<file path="config.mk">
export PLATFORM = sky130hd
export DESIGN_NAME = bihc_step
export DESIGN_NICKNAME = d
export VERILOG_FILES = /design/src/sv/bihc_pkg.sv /design/src/sv/bihc_step.sv
export SDC_FILE = /design/constraint.sdc
export NUM_CORES = 1
export LEC_CHECK = 0
export ABC_AREA = 1
export BUFFER_PORTS_ARGS = -buffer_cell sky130_fd_sc_hd__buf_2
export CORE_MARGIN = 8
export CORE_UTILIZATION = 41
export DETAILED_ROUTE_END_ITERATION = 6
export PLACE_DENSITY = 0.81
export SLEW_MARGIN = 40
export SYNTH_ARGS = -nofsm -noshare
export SYNTH_HDL_FRONTEND = slang
export SYNTH_SLANG_ARGS = --single-unit
</file>
<file path="constraint.sdc">
create_clock -name vclk -period 2.9
set_input_delay 0.145 -clock vclk [all_inputs]
set_output_delay 0.145 -clock vclk [all_outputs]
set_load 0.02 [all_outputs]
</file>
<file path="src/sv/bihc_pkg.sv">
// ----------------------------------------------------------------------------
// bihc_pkg
// types, codes and header layout constants for the boot image header checker
// ----------------------------------------------------------------------------
package bihc_pkg;

  typedef enum logic [2:0] {
    ST_PENDING  = 3'd0,
    ST_ACCEPTED = 3'd1,
    ST_BAD_SIG1 = 3'd2,
    ST_BAD_SIG2 = 3'd3,
    ST_PAD      = 3'd4,
    ST_VERSION  = 3'd5,
    ST_SHORT    = 3'd6
  } status_t;

  localparam int POS_W = 10;
  typedef logic [POS_W-1:0] pos_t;

  // header layout, byte offsets
  localparam pos_t POS_VERSION  = 10'd4;
  localparam pos_t POS_LOAD     = 10'd8;
  localparam pos_t POS_BRANCH   = 10'd12;
  localparam pos_t POS_SIZE     = 10'd16;
  localparam pos_t POS_SIG2     = 10'd24;
  localparam pos_t POS_PAD      = 10'd28;
  localparam pos_t POS_HDR_LAST = 10'd511;
  localparam pos_t HDR_LEN      = 10'd512;

  localparam logic [7:0] SIGNATURE [4] = '{8'h58, 8'h69, 8'h6E, 8'h75};

  typedef struct packed {
    logic sig1;
    logic sig2;
    logic pad;
    logic ver;
  } failures_t;

  typedef struct packed {
    pos_t        pos;
    failures_t   fail;
    status_t     outcome;
    logic [31:0] wptr;
    logic [31:0] branch;
  } state_t;

  typedef struct packed {
    logic [7:0] data_byte;
    logic       start_of_image;
    logic       end_of_block;
  } in_word_t;

  typedef struct packed {
    logic        write_enable;
    logic [31:0] write_address;
    logic [7:0]  write_data;
    status_t     header_status;
    logic [31:0] jump_address;
  } out_word_t;

  localparam state_t STATE_RESET = '{
    pos: '0, fail: '0, outcome: ST_PENDING, wptr: '0, branch: '0
  };

endpackage

</file>
<file path="src/sv/bihc_step.sv">
// ----------------------------------------------------------------------------
// bihc_step
// per-byte header parse, check and payload address logic
// ----------------------------------------------------------------------------
module bihc_step
  import bihc_pkg::*;
(
  input  state_t    cur,
  input  in_word_t  word,
  output state_t    state_next,
  output out_word_t res
);

  state_t s;
  pos_t   p;

  always_comb begin
    s          = word.start_of_image ? STATE_RESET : cur;
    p          = s.pos;
    state_next = s;
    res        = '0;

    if (s.outcome == ST_PENDING) begin
      if (p < POS_VERSION) begin
        if (word.data_byte != SIGNATURE[p[1:0]]) begin
          state_next.fail.sig1 = 1'b1;
        end
      end else if (p < POS_LOAD) begin
        if (word.data_byte != 8'd0) begin
          state_next.fail.ver = 1'b1;
        end
      end else if (p < POS_BRANCH) begin
        state_next.wptr[{p[1:0], 3'b000} +: 8] = word.data_byte;
      end else if (p < POS_SIZE) begin
        state_next.branch[{p[1:0], 3'b000} +: 8] = word.data_byte;
      end else if (p < POS_SIG2) begin
        state_next.pos = p;
      end else if (p < POS_PAD) begin
        if (word.data_byte != SIGNATURE[p[1:0]]) begin
          state_next.fail.sig2 = 1'b1;
        end
      end else begin
        if (word.data_byte != 8'd0) begin
          state_next.fail.pad = 1'b1;
        end
      end
      state_next.pos = p + 10'd1;

      if (p == POS_HDR_LAST) begin
        if (state_next.fail.sig1) begin
          state_next.outcome = ST_BAD_SIG1;
        end else if (state_next.fail.sig2) begin
          state_next.outcome = ST_BAD_SIG2;
        end else if (state_next.fail.pad) begin
          state_next.outcome = ST_PAD;
        end else if (state_next.fail.ver) begin
          state_next.outcome = ST_VERSION;
        end else begin
          state_next.outcome = ST_ACCEPTED;
        end
      end else if (word.end_of_block) begin
        state_next.outcome = ST_SHORT;
      end
    end else if (s.outcome == ST_ACCEPTED) begin
      res.write_enable  = 1'b1;
      res.write_address = s.wptr;
      res.write_data    = word.data_byte;
      state_next.wptr   = s.wptr + 32'd1;
    end

    res.header_status = state_next.outcome;
    res.jump_address  = (state_next.outcome == ST_ACCEPTED) ? state_next.branch : 32'd0;
  end

endmodule

</file>
# == After elaboration in Yosys (flattened, before gate mapping) ==
# Cells that the tools add are included.
# Widths: inputs -> output; s select.
# totals
reg_bits,0
input_bits,91
out_inout_bits,157
elab_cells,58
# classes
addsub,3
n_lt_le_gt_ge,7
n_eq_ne,4
shift,2
n_mux,39
n_bitwise,1
n_reduce_logical,2
# op_table
cell,n
$mux 32,7
$mux 64,2
$mux 41,2
$mux 81,1
$bwmux 32,2
$add 32x1->32 const B,1
$shift 8x7->32 const A,1
$shiftx 8x7->32,1
$lt 10x5->1 const B,3
$mux 3,8
$lt 10x4->1 const B,2
$mux 17,1
$bmux 8 s2,1
$mux 8,2
$add 10x1->10 const B,1
$eq 10x9->1 const B,1
$lt 10x3->1 const B,1
$mux 1,9
$mux 2,4
$ne 8x8->1,1
$reduce_bool 8->1,1
$neg 5->7,1
$eq 3x1->1 const B,2
$ge 3x3->1 const B,1
other kinds (2),2

# == Logic depth before layout (Yosys ltp) ==
# depth
depth_word,22
depth_mapped,21
depth_no_buf,17

# == Worst setup path before layout ==
# Ideal clock, no wire load.
# synth_timing
kind,input to output
start,input word[1] (netlist bit)
end,output res[10] (netlist bit)
arrival_ps,2971
setup_slack_ps,-216
stages,20
n_path_buf,4
cell_sequence,inv_2 buf_6 nand2_2 clkbuf_1 ha_1 clkbuf_1 inv_1 ha_1 nor3_1 nand2_1 nor2_1 nand2_1 nand2_1 nand3_1 nand2_1 nand2_1 nor2_1 nand3_2 buf_6 nor2_2
# synth_lines
element,line,rtl
start: declaration,bihc_step.sv:9,"input in_word_t word,"
end: declaration,bihc_step.sv:11,output out_word_t res

==> reports/metrics.yaml <==
drt_first_pass_iters: 6
wirelength_um: 18200
antenna_found_initial: 0
max_freq_ghz: 0.376
hold_depth: 4
grt_overflow: 0
synth.yosys.warnings: 0
design.seq.count: 0
finalNonFillerCells: 1177
postSynthAreaPerCell_um2: 4.74
n_clock_buffer: 0
drive_gt1_share_pct: 31.2
dp_cells: 1177
required_ps: 2760
port-buffer-count: 248
ir_worst_vdd_uv: 83.3
post-route-period-util_pct: 91.6
cpMaxStageDelayCell: "ha_1"
areaGrowthSynthToFinish_pct: 33.6
critical_path.cell_chain: "buf_2, inv_2, buf_4, nand2_1, ha_1, nand2_1, inv_1, nor2_1, nand2_1, nor2_1, nand2_1, nand2_1, nand3_1, nand2_1, nand2_1, nor2_1, nand3_2, buf_12, nor2_2, buf_2"
drv_slew: 0
place_congestion: 0.976
dr_wl_met3_um: 1780
mostFrequentLayoutCells: "buf_2, nand2_1, nor2_1"
rsz0062_at_grt: "no"
remaining_drc_errors: 0
die_width_um: 114
yosysUniqueCellTypes: 41
critical_path_peak_fanout: 32
grt_pass1_vias: 5835
ctsHoldBuffers: 0
antenna_cells: 0
grt_pass1_wl_um: 28300
seq_area_frac_synth_pct: 0
core_mm2: 0.00924
cap_violations: 0
setup_viol: 0
drt_iter0_markers: 539
initial_core_util_pct: 42.2
top_layer: "met4"
p_per_area_mw_per_mm2: 153
post_cts_buffers: 0
holdCritStartpoint: "cur[50]"
worst_setup_path_start_kind: "input port"
die_h_um: 114
final_util_pct: 56.4
grt_max_degree: 33
ant_nets: 0
hpwlAfterDp_um: 15500
seq_area_um2: 0
finalNetCount: 1149
critPathMaxStageDelay_ps: 290
die_area_mm2: 0.0129
cp-startpoint: "word[1]"
finalHoldViolCount: 0
power_mw: 0.799
wl_met1_um: 7220
crit_type: "in2out"
layout_min_cycle_time_ps: 2660
final_common_cell: "buf_2"
grt_usage_pct: 26.3
cp_common_cell: "nand2_1"
status: "finished, final reports clean"
hold_class: "in2out"
tns_ps: 0
place_area_mm2: 0.00520
syn-cell-area_mm2: 0.00390
vias_per_cell: 5.19
tightest_slew_ps: 543
p_leak_nw: 3.00
wl_per_cell_um: 15.5
vias: 6109
postLayoutCellArea_mm2: 0.00521
critPathCaptureType: "output port"
postSynthCellCount: 824
cts_resized: 0
syn-num-nets: 923
top_level_ports: 248
slew_headroom_pct: 63.5
arrival_ps: 2510
wl_met2_um: 8720
std_cell_rows: 35
## power breakdown
part,internal (mW),switching (mW)
clock network,0,0
logic,0.249,0.551
registers,0,0
total,0.249,0.551
## routing by layer
metal,global-route usage (%),up-vias
li1,-,3043
met1,30.2,2698
met2,47.7,334
met3,5.23,34
met4,7.73,0
met5,0,-
## per-stage QoR
step	setup WS [ps]	hold WS, ps
2_1_floorplan	39.5	431
3_3_place_gp	293	633
3_5_place_dp	285	641
4_1_cts	282	644
5_1_grt	11.9	661
6_report	243	643
## synthesized netlist by cell type (all sizes together)
library cell,n,area [µm²]
a22o,1,8.76
buf,28,176
ha,8,100
a31oi,4,25.0
o32ai,1,8.76
o22ai,12,81.3
o211ai,7,52.6
nor3,30,160
a21oi,30,150
nor3b,2,15.0
inv,152,571
o21bai,1,7.51
o21ai,67,343
a32oi,1,8.76
clkbuf,9,33.8
nand4,13,81.3
o31ai,3,22.5
nor4,3,18.8
a41o,1,10.0
xor2,7,61.3
and3,1,6.26
xnor2,3,26.3
nor2,199,890
nand2,183,719
nand3b,1,7.51
o21a,3,22.5
nand3,52,280
a21boi,2,15.0
## layout make-up
type / count / area, µm²
Multi-Input combinational cell: 635 / 3130
Inverter: 152 / 571
Timing Repair Buffer: 261 / 1360
Tap cell: 129 / 161
Fill cell: 1064 / 4030
## cell families after synthesis
logic type / Yosys count / synth area share, %
AOI/OAI and AO/OA: 133 / 19.4
xor gates and xnor gates: 10 / 2.24
adders and majority gates: 8 / 2.57
buffers and inverters: 189 / 20.0
and+or+nand+nor: 484 / 55.8
## final timing paths
kind      end  slack, ps
max   res[21]        240
min   res[61]        640
## worst max-delay path: cells and delay by family
kind,cells,cell delay [ps]
adder cells (fa/ha/maj),1,290
AND/OR/NAND/NOR,13,1160
buffers and inverters,6,870
Note: power is estimated with default switching activity, not from simulation.
